**src/rtl/core/assert_macros.svh**
```systemverilog
// Assertion macros shared by the neighbour search RTL.
// Included by the modules that carry concurrent checks; needs clock and reset in scope.
`ifndef ASSERT_MACROS_SVH
`define ASSERT_MACROS_SVH

// Condition that holds on every edge out of reset
`define CPNS_ASSERT(lbl, cond, msg) \
   lbl: assert property (@(posedge clock) disable iff (reset) (cond)) else $error(msg);

// Same-cycle implication
`define CPNS_ASSERT_IMPL(lbl, ante, cons, msg) \
   lbl: assert property (@(posedge clock) disable iff (reset) (ante) |-> (cons)) else $error(msg);

// Next-cycle implication
`define CPNS_ASSERT_NEXT(lbl, ante, cons, msg) \
   lbl: assert property (@(posedge clock) disable iff (reset) (ante) |=> (cons)) else $error(msg);

`endif

```
**src/rtl/core/cpns_pkg.sv**
```systemverilog
// Shared types, constants and helpers of the neighbour search block.
// No dependencies; imported by every module of the block but cpns_ram.
package cpns_pkg;

   localparam int MAX_PARTICLES = 64;
   localparam int DIMENSIONS    = 3;
   localparam int IDX_W   = $clog2(MAX_PARTICLES);
   localparam int CNT_W   = $clog2(MAX_PARTICLES + 1);
   localparam int COORD_W = 31;
   localparam int LEN_W   = 30;
   localparam int SCALE_W = 16;
   localparam int HITS_W  = 16;
   localparam int DIFF_W  = 32;
   localparam int MAG_W   = 31;
   localparam int SQ_W    = 2 * MAG_W;
   localparam int RSQ_W   = 64;
   localparam int DIST_W  = 32;
   localparam int HS_W    = LEN_W + SCALE_W;
   localparam int HALF_W  = HS_W / 2;
   localparam int PP_W    = 2 * HALF_W;
   localparam int LIM_W   = 2 * HS_W;
   localparam int RSQ_SH  = 24;
   localparam int CSR_IDX_W = 1;
   localparam int CSR_W     = 16;
   localparam int REQ_DATA_W = 144;
   localparam int RSP_DATA_W = 144;

   // configuration register indexes
   localparam logic [CSR_IDX_W-1:0] REG_SEARCH_MODE = 1'b0;
   localparam logic [CSR_IDX_W-1:0] REG_MAX_INTER   = 1'b1;
   localparam logic [HITS_W-1:0]    MAX_INTER_RESET = 16'd64;

   typedef enum logic [1:0] {
      ACT_CLEAR = 2'd0,
      ACT_ADD   = 2'd1,
      ACT_QUERY = 2'd2
   } action_type;

   typedef struct packed {
      logic [SCALE_W-1:0]        scale;
      logic [LEN_W-1:0]          length;
      logic signed [COORD_W-1:0] z;
      logic signed [COORD_W-1:0] y;
      logic signed [COORD_W-1:0] x;
   } particle_type;

   typedef struct packed {
      logic [2:0]                pad;
      logic [SCALE_W-1:0]        scale_factor;
      logic [LEN_W-1:0]          smoothing_length;
      logic signed [COORD_W-1:0] pos_z;
      logic signed [COORD_W-1:0] pos_y;
      logic signed [COORD_W-1:0] pos_x;
      logic [1:0]                action;
   } req_type;

   typedef struct packed {
      logic [1:0]               pad;
      logic                     count_overflow;
      logic signed [DIFF_W-1:0] diff_z;
      logic signed [DIFF_W-1:0] diff_y;
      logic signed [DIFF_W-1:0] diff_x;
      logic [DIST_W-1:0]        distance;
      logic [IDX_W-1:0]         second_index;
      logic [IDX_W-1:0]         first_index;
      logic                     found;
   } rsp_type;

   typedef enum logic [3:0] {
      ST_IDLE, ST_SCAN, ST_READ, ST_LOAD, ST_MULT, ST_SUM, ST_LIMIT,
      ST_CMP, ST_ROOT, ST_EMIT, ST_NEXT, ST_FLUSH, ST_STORE
   } state_type;

   typedef struct packed {
      logic latch;
      logic clear;
      logic sqrt_start;
      logic emit;
      logic next;
      logic flush;
      logic store;
      logic qinc;
   } cmd_type;

   typedef struct packed {
      logic store_full;
      logic query_full;
      logic scan_done;
      logic hit;
      logic sqrt_busy;
      logic emit_ready;
      logic out_free;
   } status_type;

   // saturating hit counter increment
   function automatic logic [HITS_W-1:0] sat_inc(input logic [HITS_W-1:0] c);
      return (&c) ? c : c + 1'b1;
   endfunction

endpackage

```
**src/rtl/core/cpns_ctrl.sv**
```systemverilog
// Sequencer: accepts words, walks the store one entry at a time, drives the datapath.
// Depends on cpns_pkg and assert_macros.svh.
`include "assert_macros.svh"
module cpns_ctrl
   import cpns_pkg::*;
(
   input  logic       clock,
   input  logic       reset,
   input  logic       req_tvalid,
   input  logic [1:0] req_action,
   input  logic       search_mode,
   input  status_type status,
   output logic       req_tready,
   output cmd_type    cmd
);

   state_type state_ff, state_in;
   logic      is_add_ff, is_add_in;

   always_ff @(posedge clock) begin
      if (reset) begin
         state_ff  <= ST_IDLE;
         is_add_ff <= 1'b0;
      end else begin
         state_ff  <= state_in;
         is_add_ff <= is_add_in;
      end
   end

   always_comb begin
      state_in   = state_ff;
      is_add_in  = is_add_ff;
      cmd        = '0;
      req_tready = 1'b0;
      unique case (state_ff)
         ST_IDLE: begin
            req_tready = 1'b1;
            if (req_tvalid) begin
               unique case (action_type'(req_action))
                  ACT_CLEAR: begin
                     cmd.clear = 1'b1;
                  end
                  ACT_ADD: begin
                     if (!status.store_full) begin
                        cmd.latch = 1'b1;
                        is_add_in = 1'b1;
                        state_in  = search_mode ? ST_STORE : ST_SCAN;
                     end
                  end
                  ACT_QUERY: begin
                     if (search_mode && !status.query_full) begin
                        cmd.latch = 1'b1;
                        is_add_in = 1'b0;
                        state_in  = ST_SCAN;
                     end
                  end
                  default: begin
                  end
               endcase
            end
         end
         ST_SCAN:  state_in = status.scan_done ? ST_FLUSH : ST_READ;
         ST_READ:  state_in = ST_LOAD;
         ST_LOAD:  state_in = ST_MULT;
         ST_MULT:  state_in = ST_SUM;
         ST_SUM:   state_in = ST_LIMIT;
         ST_LIMIT: state_in = ST_CMP;
         ST_CMP: begin
            if (status.hit) begin
               cmd.sqrt_start = 1'b1;
               state_in       = ST_ROOT;
            end else begin
               state_in = ST_NEXT;
            end
         end
         ST_ROOT: begin
            if (!status.sqrt_busy) begin
               state_in = ST_EMIT;
            end
         end
         ST_EMIT: begin
            if (status.emit_ready) begin
               cmd.emit = 1'b1;
               state_in = ST_NEXT;
            end
         end
         ST_NEXT: begin
            cmd.next = 1'b1;
            state_in = ST_SCAN;
         end
         ST_FLUSH: begin
            if (status.out_free) begin
               cmd.flush = 1'b1;
               cmd.qinc  = !is_add_ff;
               state_in  = is_add_ff ? ST_STORE : ST_IDLE;
            end
         end
         ST_STORE: begin
            cmd.store = 1'b1;
            state_in  = ST_IDLE;
         end
         default: state_in = ST_IDLE;
      endcase
   end

   `CPNS_ASSERT_NEXT(a_root_follows_start, cmd.sqrt_start, state_ff == ST_ROOT, "root wait skipped")
   `CPNS_ASSERT_NEXT(a_latch_leaves_idle, cmd.latch, state_ff != ST_IDLE, "latched word not processed")

endmodule
```
**config.mk**
```make
export PLATFORM = sky130hd
export DESIGN_NAME = cpns_ctrl
export DESIGN_NICKNAME = d
export VERILOG_FILES = /design/src/rtl/core/cpns_pkg.sv /design/src/rtl/core/cpns_ctrl.sv
export VERILOG_INCLUDE_DIRS = /design/src /design/src/rtl/core
export SDC_FILE = /design/constraint.sdc
export NUM_CORES = 1
export LEC_CHECK = 0
export BUFFER_PORTS_ARGS = -buffer_cell sky130_fd_sc_hd__buf_2
export CAP_MARGIN = 20
export CORE_MARGIN = 8
export CORE_UTILIZATION = 30
export DETAILED_ROUTE_END_ITERATION = 10
export GPL_TIMING_DRIVEN = 0
export SYNTH_ARGS = -nofsm -noshare
export SYNTH_HDL_FRONTEND = slang
export SYNTH_SLANG_ARGS = --single-unit
```
**constraint.sdc**
```tcl
create_clock -name clock -period 2.9 [get_ports clock]
set_clock_uncertainty 0.05 [all_clocks]
set_input_delay 0 -clock clock [delete_from_list [all_inputs] [get_ports clock]]
set_output_delay 0 -clock clock [all_outputs]
set_load 0.005 [all_outputs]
```
# == Word level (Yosys, flattened, before mapping) ==
# Cells that the tools add are included.
# totals
reg_bits,5
in_bits,13
output_inout_bits,9
word_cells,65
# op_classes
n_eq_ne,23
n_mux,32
reduce_logical,8
# op_table
op,count
$pmux W4 S12,1
$mux W4,9
$eq A4 B4 Y1 const B,5
$eq A4 B3 Y1 const B,4
$mux W1,16
$ne A2 B2 Y1 const B,6
$eq A4 B2 Y1 const B,2
$pmux W4 S2,1
$reduce_and A7 Y1,1
$mux W2,3
$ne A3 B3 Y1 const B,2
$reduce_and A5 Y1,1
$eq A4 B1 Y1 const B,1
$logic_not A4 Y1,1
$pmux W1 S2,2
$ne A3 B1 Y1 const B,1
$eq A2 B1 Y1 const B,1
$eq A2 B2 Y1 const B,1
$logic_not A1 Y1,2
$logic_not A2 Y1,1
$reduce_bool A2 Y1,1
$logic_and A1 B1 Y1,1

# == Logic depth before layout (Yosys ltp) ==
# Gate-level depths: netlist of run 1.
# depth
depth_word,6
ltp_mapped,6

# == Least setup slack after synthesis of run 1 ==
# Ideal clock, no wire load.
# synth_timing
path_type,reg-to-reg
from,register state_ff[1]
to,register is_add_ff
setup_time_ns,0.122
t_arrival_ns,1.170
t_required_ns,2.728
path_slack_ns,1.558
path_stages_with_launch,5
n_path_buf,1
synth_period_minus_slack_ns,1.342
cell_sequence,dfxtp_1 buf_6 nor4_4 nand2_1 o311a_1
# synth_between
elab_chain_len,2
# synth_lines
item,line,source
from (decl),cpns_ctrl.sv:17,"state_type state_ff, state_in;"
from (signal assigned),cpns_ctrl.sv:25,state_ff <= state_in;
$logic_not A4 Y1,cpns_ctrl.sv:35,unique case (state_ff)
$reduce_and A5 Y1 (no source line),-,
to (signal assigned),cpns_ctrl.sv:26,is_add_ff <= is_add_in;
to (decl),cpns_ctrl.sv:18,"logic is_add_ff, is_add_in;"
# Every way passes these cells.
# A chain may end at the register's enable or synchronous reset.

==> impl_summary.txt, run 1 <==
----------------------------------------------------
[Layout]
  Layout Utilization ... 40.3%
  Combined area of the multi-input logic cells ... 430 um2
  Layout Cells excl Fill ... 130
  Post-layout net count ... 120
  Register area ... 100 um2
  Fillers ... 199
  Fraction of final layout cells with drive strength greater than 1 ... 34.0%
  Antenna diode count ... 0
  Area overhead of the layout relative to synthesis ... 29.7%

[Synth]
  Commonest cells in the synthesized netlist ... 7 x inv_1, 7 x nand2_1, 5 x dfxtp_1, 5 x nor2b_1, 4 x nor3_1
  Dominant synthesized flop cell ... dfxtp_1
  Mean instance size in the synthesized netlist ... 7.67 um2
  Flop and latch count out of synthesis ... 5
  Area fraction in and, or, nand and nor cells after synthesis ... 34.5%
  Register area share after synthesis ... 16.9%
  Library cell with the largest summed area after synthesis ... dfxtp_1
  Dominant combinational cell family by area after synthesis ... simple AND/OR/NAND/NOR gates
  Gate count after technology mapping ... 77
  Top cells by area in the synthesized netlist ... dfxtp_1 17%, ha_1 6.4%, nor2b_1 5.3%
  Number of synthesized flops with an enable pin ... 0
  Share of cell area taken by muxes after synthesis ... 3.60%
  Mapped Nets ... 93
  Top-area cell type share of the netlist area ... 16.9%
  Synth cell types ... 38
  Compound-Gate Fraction of Synth Area ... 28.4%
  Async set-reset flop share out of synthesis ... 0%
  Yosys synthesis warning count ... 0
  Adder and majority cell fraction of the synthesized area ... 6.36%
  Parity-gate share of the synthesized area counting xor and xnor cells ... 0%
  Combined area of all synthesized cells ... 591 um2

[Global routing]
  Initial antenna violation count ... 0
  Maximum number of pins on one net before global-route repair ... 11
  Wire length of the first global-routing pass ... 2680 um
  Number of global-route vias before repair ... 628
  Total routing usage reported by global routing ... 9.45%
  Final global-route overflow total ... 0

[Timing]
  Hold slack ... 85.1 ps
  Hold violation total from the final report ... 0
  Final Critical Period ... 1550 ps
  Final worst setup slack ... 1350 ps
  Setup repair after global routing missed its margin ... false
  Count of endpoints failing setup in the final report ... 0
  Final worst-path cycle share ... 53.4%
  Slew HR ... 77.4%
  Slew at the pin closest to its max-slew limit ... 338 ps
  Upper clock frequency limit ... 0.646 GHz
  Final Max Tran Viols ... 0
  Setup TNS ... 0 ps

[Floorplan]
  Die height ... 60.4 um
  I/O pin cnt ... 22
  Core Rows ... 16
  Horizontal extent of the die ... 60.4 um
  Core ar. ... 1900 um2
  Starting density of the core ... 31.1%
  Overall die area ... 3640 um2

[Worst setup path]
  Biggest cell delay along the critical path ... 510 ps
  Required time of the worst setup path ... 2850 ps
  Cell with the largest stage delay on the worst path ... dfxtp_1
  Slack of the worst reg-to-reg path ... 1410 ps
  Kind of capture point of the worst setup path ... output pin
  Start-to-end type of the worst setup path ... flip-flop to output pin
  Cell family contributing the most delay on the critical path ... flip-flops
  Worst path cell trace ... buf_2 > nor2b_1 > and3_1 > buf_2
  Kind of start point of the critical path ... flip-flop
  Critical path arrival ... 1500 ps
  Number of buffer and inverter instances along the worst setup path ... 2
  Maximum fanout along the worst path ... 10
  Most common cell type on the critical path ... buf_2

[Pwr]
  Static leakage power ... 0.355 nW
  Power density over the cells ... 745 nW/um2
  Maximum vdd ir drop ... 0.343 mV

[Drt]
  Mean routed wirelength per cell ... 12.4 um
  Detailed-route vias per instance ... 5.08
  Drt pass-1 iters ... 4
  Routed via count ... 661
  Post-route DRC ... 0
  Antenna violation net count after detailed routing ... 0
  Violation count after the first detailed-routing iteration ... 20
  DRT Wirelength ... 1610 um

[Placement]
  Number of cells in the design after placement ... 125
  Worst setup slack before clock tree synthesis ... 1430 ps
  Last weighted congestion value of the routability-driven placer ... 0.789
  Detail Placement HPWL ... 1330 um
  Number of I/O port buffers ... 21

[Clocking]
  Worst-Skew Late Latency ... 240 ps
  H-tree lvl count ... 1
  Clock tree from TritonCTS ... built
  Clock transition at the registers of the reported paths ... 40 ps
  Count of clock tree sinks ... 5
  Clk buf depth ... 2
  CTS root buf ... clkbuf_4
  Number of buffers created by CTS ... 3
  Post-cts resize count ... 0

[Min path]
  Worst min-delay path class ... input pin to flip-flop

[Run]
  Max-cap check violation count ... 0

[Status]
  Status ... completed

----------------------------------------------------
## cell type report
type / count / share of cell area [%]
flip-flops and latches: 5 / 13.1
repair buffers: 22 / 15.0
clock buffers: 4 / 3.43
plain buffers: 5 / 4.41
multi-input cells: 60 / 56.2
well taps: 27 / 4.41
inverters: 7 / 3.43
## logic make-up (layout without fill, tap and decap cells)
family,after synthesis,count (layout)
flip-flops,5,5
buffers and inverters,12,38
adder cells (fa/ha/maj),3,3
multiplexers,2,2
AND/OR/NAND/NOR,33,33
AO/OA/AOI/OAI,22,22
## cell usage in the layout, fill, tap and decap left out, types with 3 or more instances in the layout
cell,count
nand2_1,7
a21oi_1,3
dfxtp_1,5
nor2b_1,5
ha_1,3
and3_1,3
inv_1,7
nor3_1,4
buf_2,24
nor2_1,3
nor3b_1,3
clkbuf_4,3
## sequential cells by signal, indices dropped and copies added (netlist names)
name       cells
state_ff       4
is_add_ff      1
## per-layer routing
layer  up-vias  share of wire, %  track usage, %
li1        336                 -               -
met4         0               1.2            5.10
met2        18                48            15.1
met1       303                44            11.6
met5         -                 0               0
met3         4               6.3            1.91
## what timing repair did
| item | 4_1_cts | 5_1_grt |
|---|---|---|
| hold buffers | 1 | 0 |
| buffers inserted | 0 | 0 |
| hold endpoints to repair | 2 | 0 |
## where the power goes
| group | internal [mW] | leakage, nW | total [mW] | switching (mW) |
|---|---|---|---|---|
| clock network | 0.0518 | 0.0150 | 0.0774 | 0.0256 |
| logic | 0.178 | 0.299 | 0.368 | 0.190 |
| registers | 0.0927 | 0.0409 | 0.126 | 0.0330 |
| total | 0.322 | 0.355 | 0.571 | 0.248 |
## worst reg2reg max path, stage by stage (launching register included)
cell and delay, ps:
dfxtp_1 320, buf_4 180, nor3b_1 70, o21a_1 170
a2111o_1 420, o22ai_1 200
## metrics by stage
| stage | cell area, um2 | total power [mW] |
|---|---|---|
| after floorplan | 591 | 0.397 |
| after detailed placement | 729 | 0.487 |
| after global placement | 729 | 0.487 |
| final | 766 | 0.571 |
| after CTS | 766 | 0.572 |
| after global routing | 766 | 0.620 |
## path summary, 6_finish.rpt
| check | from | to | cells past startpoint |
|---|---|---|---|
| setup / recovery | state_ff[3] | cmd[4] | 4 |
| hold / removal | status[2] | state_ff[3] | 3 |
| setup reg to reg | state_ff[0] | state_ff[3] | 5 |
| hold reg to reg | is_add_ff | state_ff[2] | 3 |
Note: power is estimated with default switching activity, not from simulation.
==> run 2, diff against run 1 <==
clock period = 1.48 ns   (was 2.9 ns; I/O delays follow)
==> impl_summary.txt, run 2 (same netlist as run 1, synthesis figures left out) <==
----------------------------------------------------
[Layout]
  Most frequent standard cell in the layout excluding fill and tap cells ... buf_2
  Commonest cells after routing, fill and taps aside ... 22 x buf_2, 7 x inv_1, 7 x nand2_1, 5 x clkbuf_4
  Registers with the most flip-flops ... state_ff: 4 flops, is_add_ff: 1 flops
  Layout Cells excl Fill ... 132 (+1.5%)
  Antenna diode count ... 0 (unchanged)
  Fillers ... 203 (+2.0%)
  Layout Utilization ... 42.2% (+2.0 points)
  Cell area after layout ... 803 um2 (+4.9%)
  Max FFs per register ... 4 (unchanged)
  Fraction of final layout cells with drive strength greater than 1 ... 41.0% (+7.0 points)
  Area overhead of the layout relative to synthesis ... 36.0%
  Post-layout net count ... 122 (+1.7%)
  Reg with most FFs ... state_ff

[Min path]
  Startpoint of the most critical hold path ... status[2]
  Hold path endpoint ... state_ff[3]
  Worst min-delay path class ... input pin to flip-flop
  Number of stages on the worst hold path ... 3 (unchanged)

[Timing]
  Final Critical Period ... 1440 ps
  Setup repair after global routing missed its margin ... false
  Hold violation total from the final report ... 0 (unchanged)
  Final worst setup slack ... 35.1 ps (-1320 ps)
  Slew at the pin closest to its max-slew limit ... 286 ps (-51.5 ps)
  Count of endpoints failing setup in the final report ... 0 (unchanged)
  Upper clock frequency limit ... 0.692 GHz
  Final Max Tran Viols ... 0 (unchanged)
  Final worst-path cycle share ... 97.6%
  Slew HR ... 80.9% (+3.4 points)

[Placement]
  Number of I/O port buffers ... 21 (unchanged)
  Area after detailed placement ... 729 um2 (unchanged)
  Detail Placement HPWL ... 1330 um (unchanged)
  Worst setup slack before clock tree synthesis ... 9.32 ps (-1420 ps)
  Last weighted congestion value of the routability-driven placer ... 0.789 (unchanged)
  Number of cells in the design after placement ... 125 (unchanged)

[Clocking]
  Count of clock tree sinks ... 5 (unchanged)
  Worst-Skew Late Latency ... 240 ps (about the same)
  Clock tree from TritonCTS ... built
  Number of buffers created by CTS ... 3 (unchanged)
  Clock transition at the registers of the reported paths ... 40 ps (about the same)
  H-tree lvl count ... 1 (unchanged)
  Clk buf depth ... 2 (unchanged)
  CTS root buf ... clkbuf_4

[Global routing]
  Total routing usage reported by global routing ... 9.62% (+0.17 points)
  Routing usage on met3 ... 1.91% (unchanged)
  Met2 usage ... 15.9% (+0.76 points)
  Final global-route overflow total ... 0 (unchanged)
  GRT met1 Usage ... 11.4% (-0.12 points)
  Most used routing layer in global routing ... met2
  Number of global-route vias before repair ... 641 (+2.1%)
  Wire length of the first global-routing pass ... 2700 um (+1.0%)
  Maximum number of pins on one net before global-route repair ... 11 (unchanged)
  Initial antenna violation count ... 0 (unchanged)

[Worst setup path]
  Slack of the worst reg-to-reg path ... 40 ps (-1370 ps)
  Start-to-end type of the worst setup path ... flip-flop to flip-flop
  Maximum fanout along the worst path ... 10 (unchanged)
  FF-to-FF Start ... state_ff[2]
  Number of cell instances on the worst register-to-register path ... 4 (-1)
  Critical register-to-register path endpoint ... state_ff[3]
  Critical path arrival ... 1550 ps (+50 ps)
  Required time of the worst setup path ... 1590 ps (-1260 ps)
  Kind of capture point of the worst setup path ... flip-flop
  Kind of start point of the critical path ... flip-flop

[Floorplan]
  Die height ... 60.4 um (unchanged)
  Starting density of the core ... 31.1% (unchanged)
  Core Rows ... 16 (unchanged)
  Horizontal extent of the die ... 60.4 um (unchanged)
  Core ar. ... 1900 um2 (unchanged)
  Overall die area ... 3640 um2 (unchanged)
  I/O pin cnt ... 22 (unchanged)

[Run]
  Max-cap check violation count ... 0 (unchanged)

[Pwr]
  Maximum vdd ir drop ... 0.794 mV (+130%)
  Static leakage power ... 0.367 nW (+3.5%)
  Power density over the cells ... 1520 nW/um2 (+100%)

[Drt]
  Antenna violation net count after detailed routing ... 0 (unchanged)
  DRT Wirelength ... 1700 um (+5.5%)
  Detailed-route vias per instance ... 5.08 (-0.17%)
  Drt pass-1 iters ... 4 (unchanged)
  Routed via count ... 670 (+1.4%)
  Violation count after the first detailed-routing iteration ... 24 (+20%)
  Mean routed wirelength per cell ... 12.9 um (+3.9%)
  Post-route DRC ... 0 (unchanged)

[Status]
  Status ... completed

----------------------------------------------------
==> run 2: changes by cell type in the layout (fill, tap and decap cells not counted), moves of 2 or more <==
cell      delta
buf_2        -2
buf_4        +2
clkbuf_4     +2
dfxtp_1      -3
dfxtp_2      +3
==> run 2: stage by stage <==
stage                     hold WS [ps]  TNS [ps]  power (mW)
after floorplan                   35.0         0       0.777
after global placement             199         0       0.954
after detailed placement           206         0       0.954
after CTS                         59.7     -13.9        1.18
after global routing              62.3         0        1.32
final                             54.7         0        1.22
==> run 2: worst max-delay path by stage <==
stage                             end  slack [ps]     startpoint
final                     state_ff[3]          40    state_ff[2]
after global routing           cmd[4]           4    state_ff[3]
after CTS                      cmd[7]         -10    state_ff[0]
after detailed placement  state_ff[3]           9  req_action[0]
after global placement    state_ff[3]          30  req_action[0]
after floorplan             is_add_ff         140    state_ff[1]
==> run 2: area by class of cell <==
cell class,count,area [um2],share of cell area [%]
plain buffers,4,33.8,4.21
clock buffers,4,26.3,3.27
inverters,7,26.3,3.27
multi-input cells,60,444,55.3
flip-flops and latches,5,104,12.9
well taps,27,33.8,4.21
repair buffers,25,135,16.8
==> run 2: report_power, final <==
part	switching (mW)	total, mW	internal, mW
logic	0.381	0.792	0.411
clock network	0.0504	0.152	0.102
registers	0.0870	0.276	0.189
==> run 2: layer usage <==
metal / part of all wire [%] / vias up
met5: 0 / -
met4: 1.2 / 0
met3: 5.8 / 4
met2: 50 / 22
met1: 43 / 302
li1: - / 342
==> run 2: critical path, cell delays in order (launching register included) <==
cell	delay, ps
dfxtp_1	410
clkbuf_4	240
mux2_2	340
o32a_1	180
o22ai_2	140
==> run 2: repair_timing <==
action / CTS / global route
pin swaps: 2 / 3
hold buffers: 1 / 0
setup buffers: 1 / 1
gates resized for setup: 3 / 8
hold endpoints to repair: 2 / 0
gates cloned: 0 / 1
setup endpoints to repair: 2 / 5
==> run 3, diff against run 2 <==
CORE_UTILIZATION = 31   (was 30)
==> impl_summary.txt, run 3 (same netlist as run 1, synthesis figures left out) <==
----------------------------------------------------
[Layout]
  Fraction of final layout cells with drive strength greater than 1 ... 44.9% (+3.9 points)
  Fillers ... 195 (-3.9%)
  Registers with the most flip-flops ... state_ff: 4 flops, is_add_ff: 1 flops
  Most frequent standard cell in the layout excluding fill and tap cells ... buf_2
  Commonest cells after routing, fill and taps aside ... 21 x buf_2, 7 x inv_1, 6 x nand2_1, 5 x buf_4, 5 x nor2b_1
  Antenna diode count ... 0 (unchanged)
  Post-layout net count ... 124 (+1.6%)
  Reg with most FFs ... state_ff
  Area overhead of the layout relative to synthesis ... 43.0%
  Layout Cells excl Fill ... 132 (unchanged)
  Layout Utilization ... 47.9% (+5.6 points)
  Max FFs per register ... 4 (unchanged)

[Worst setup path]
  Critical register-to-register path endpoint ... state_ff[3]
  Number of buffer and inverter instances along the worst setup path ... 2 (+1)
  FF-to-FF Start ... state_ff[0]
  Slack of the worst reg-to-reg path ... 50 ps (about the same)
  Required time of the worst setup path ... 1580 ps (about the same)
  Cell family contributing the most delay on the critical path ... compound AO/OA/AOI/OAI gates
  Most common cell type on the critical path ... buf_6
  Biggest cell delay along the critical path ... 310 ps (-100 ps)
  Number of cell instances on the worst register-to-register path ... 6 (+2)
  Kind of start point of the critical path ... flip-flop
  Kind of capture point of the worst setup path ... flip-flop
  Worst path cell trace ... buf_6 > buf_6 > nor3b_4 > a211oi_2 > o32a_1 > o22ai_1
  Start-to-end type of the worst setup path ... flip-flop to flip-flop
  Cell with the largest stage delay on the worst path ... dfxtp_2
  Critical path arrival ... 1540 ps (about the same)
  Maximum fanout along the worst path ... 6 (-4)

[Timing]
  Hold violation total from the final report ... 0 (unchanged)
  Final Critical Period ... 1430 ps (-10.5 ps)
  Count of endpoints failing setup in the final report ... 0 (unchanged)
  Upper clock frequency limit ... 0.697 GHz (+0.73%)
  Final Max Tran Viols ... 0 (unchanged)
  Hold slack ... 88.3 ps (+33.7 ps)
  Final worst-path cycle share ... 96.9% (-0.71 points)
  Slew HR ... 81.7% (+0.86 points)
  Final worst setup slack ... 45.6 ps (+10.5 ps)
  Slew at the pin closest to its max-slew limit ... 272 ps (-14.4 ps)

[Drt]
  DRT Wirelength ... 1690 um (-0.47%)
  Detailed-route vias per instance ... 5.12 (+0.90%)
  Antenna violation net count after detailed routing ... 0 (unchanged)
  Mean routed wirelength per cell ... 12.8 um (-0.47%)
  Post-route DRC ... 0 (unchanged)
  Drt pass-1 iters ... 4 (unchanged)
  Violation count after the first detailed-routing iteration ... 9 (-63%)
  Routed via count ... 676 (+0.90%)

[Global routing]
  Wire length of the first global-routing pass ... 2750 um (+1.6%)
  Total routing usage reported by global routing ... 9.63% (about the same)
  Initial antenna violation count ... 0 (unchanged)
  Final global-route overflow total ... 0 (unchanged)
  Number of global-route vias before repair ... 626 (-2.3%)
  Maximum number of pins on one net before global-route repair ... 11 (unchanged)

[Min path]
  Hold path endpoint ... state_ff[3]
  Worst min-delay path class ... input pin to flip-flop
  Number of stages on the worst hold path ... 3 (unchanged)
  Startpoint of the most critical hold path ... status[2]

[Pwr]
  Power density over the cells ... 1500 nW/um2 (-1.5%)
  Maximum vdd ir drop ... 0.699 mV (-12%)
  Static leakage power ... 0.382 nW (+4.0%)
  Total Power ... 1.26 mW (+3.5%)

[Floorplan]
  Core Rows ... 15 (-1)
  Overall die area ... 3560 um2 (-2.4%)
  Core ar. ... 1760 um2 (-7.2%)
  Horizontal extent of the die ... 59.6 um (-1.2%)
  Die height ... 59.6 um (-1.2%)
  I/O pin cnt ... 22 (unchanged)
  Starting density of the core ... 33.5% (+2.4 points)

[Status]
  Status ... completed

[Placement]
  Worst setup slack before clock tree synthesis ... 32.8 ps (+23.4 ps)
  Number of I/O port buffers ... 21 (unchanged)
  Detail Placement HPWL ... 1310 um (-1.9%)
  Last weighted congestion value of the routability-driven placer ... 0.763 (-3.4%)
  Number of cells in the design after placement ... 123 (-1.6%)

[Clocking]
  H-tree lvl count ... 1 (unchanged)
  Clock transition at the registers of the reported paths ... 40 ps (about the same)
  Clock tree from TritonCTS ... built
  Worst-Skew Late Latency ... 240 ps (about the same)
  Count of clock tree sinks ... 5 (unchanged)
  CTS root buf ... clkbuf_4
  Clk buf depth ... 2 (unchanged)
  Number of buffers created by CTS ... 3 (unchanged)

[Run]
  Max-cap check violation count ... 0 (unchanged)

----------------------------------------------------
==> run 3: worst reg2reg max path: cells and delay by family (launching register included) <==
family,cells,cell delay [ps]
flip-flops,1,310
AND/OR/NAND/NOR,1,210
buffers and inverters,2,250
AO/OA/AOI/OAI,3,530
==> run 3: area by class of cell <==
class	count	area [um2]	share of cell area (%)
Tap cell	25	31.3	3.70
Clock buffer	4	26.3	3.11
Buffer	4	31.3	3.70
Timing Repair Buffer	27	163	19.3
Inverter	7	26.3	3.11
Multi-Input combinational cell	60	459	54.4
Sequential cell	5	108	12.7
==> run 3: repair_timing <==
action,4_1_cts,5_1_grt
endpoints found under the setup margin,3,6
hold endpoints to repair,2,0
resized for setup,4,13
pin swaps,3,5
hold buffers,1,0
buffers inserted,3,2
==> run 3: power breakdown <==
group          internal, mW  switching (mW)
Clock                 0.102          0.0502
Sequential            0.197          0.0868
Combinational         0.437           0.390
==> run 3: how the worst max path moves through the flow <==
stage / startpoint / to / slack (ps) / depth (start not counted)
finish: state_ff[0] / state_ff[3] / 50 / 6
global route: state_ff[0] / state_ff[3] / -7 / 6
CTS: state_ff[0] / cmd[7] / -30 / 5
detailed placement: req_action[0] / state_ff[0] / 30 / 7
global placement: state_ff[2] / state_ff[3] / 20 / 4
floorplan: state_ff[1] / is_add_ff / 140 / 4
==> run 3: metal layers <==
metal	vias to the layer above	wire length, um	track usage [%]
met4	0	0	2.04
met2	19	738	14.5
li1	342	-	-
met5	-	0	0
met1	315	809	12.2
met3	0	144	4.34
==> run 3: through the flow <==
step	cell area, um2	TNS (ps)
after floorplan	591	0
after global placement	727	0
after detailed placement	727	0
after CTS	798	-25.4
after global routing	845	-12.1
final	845	0
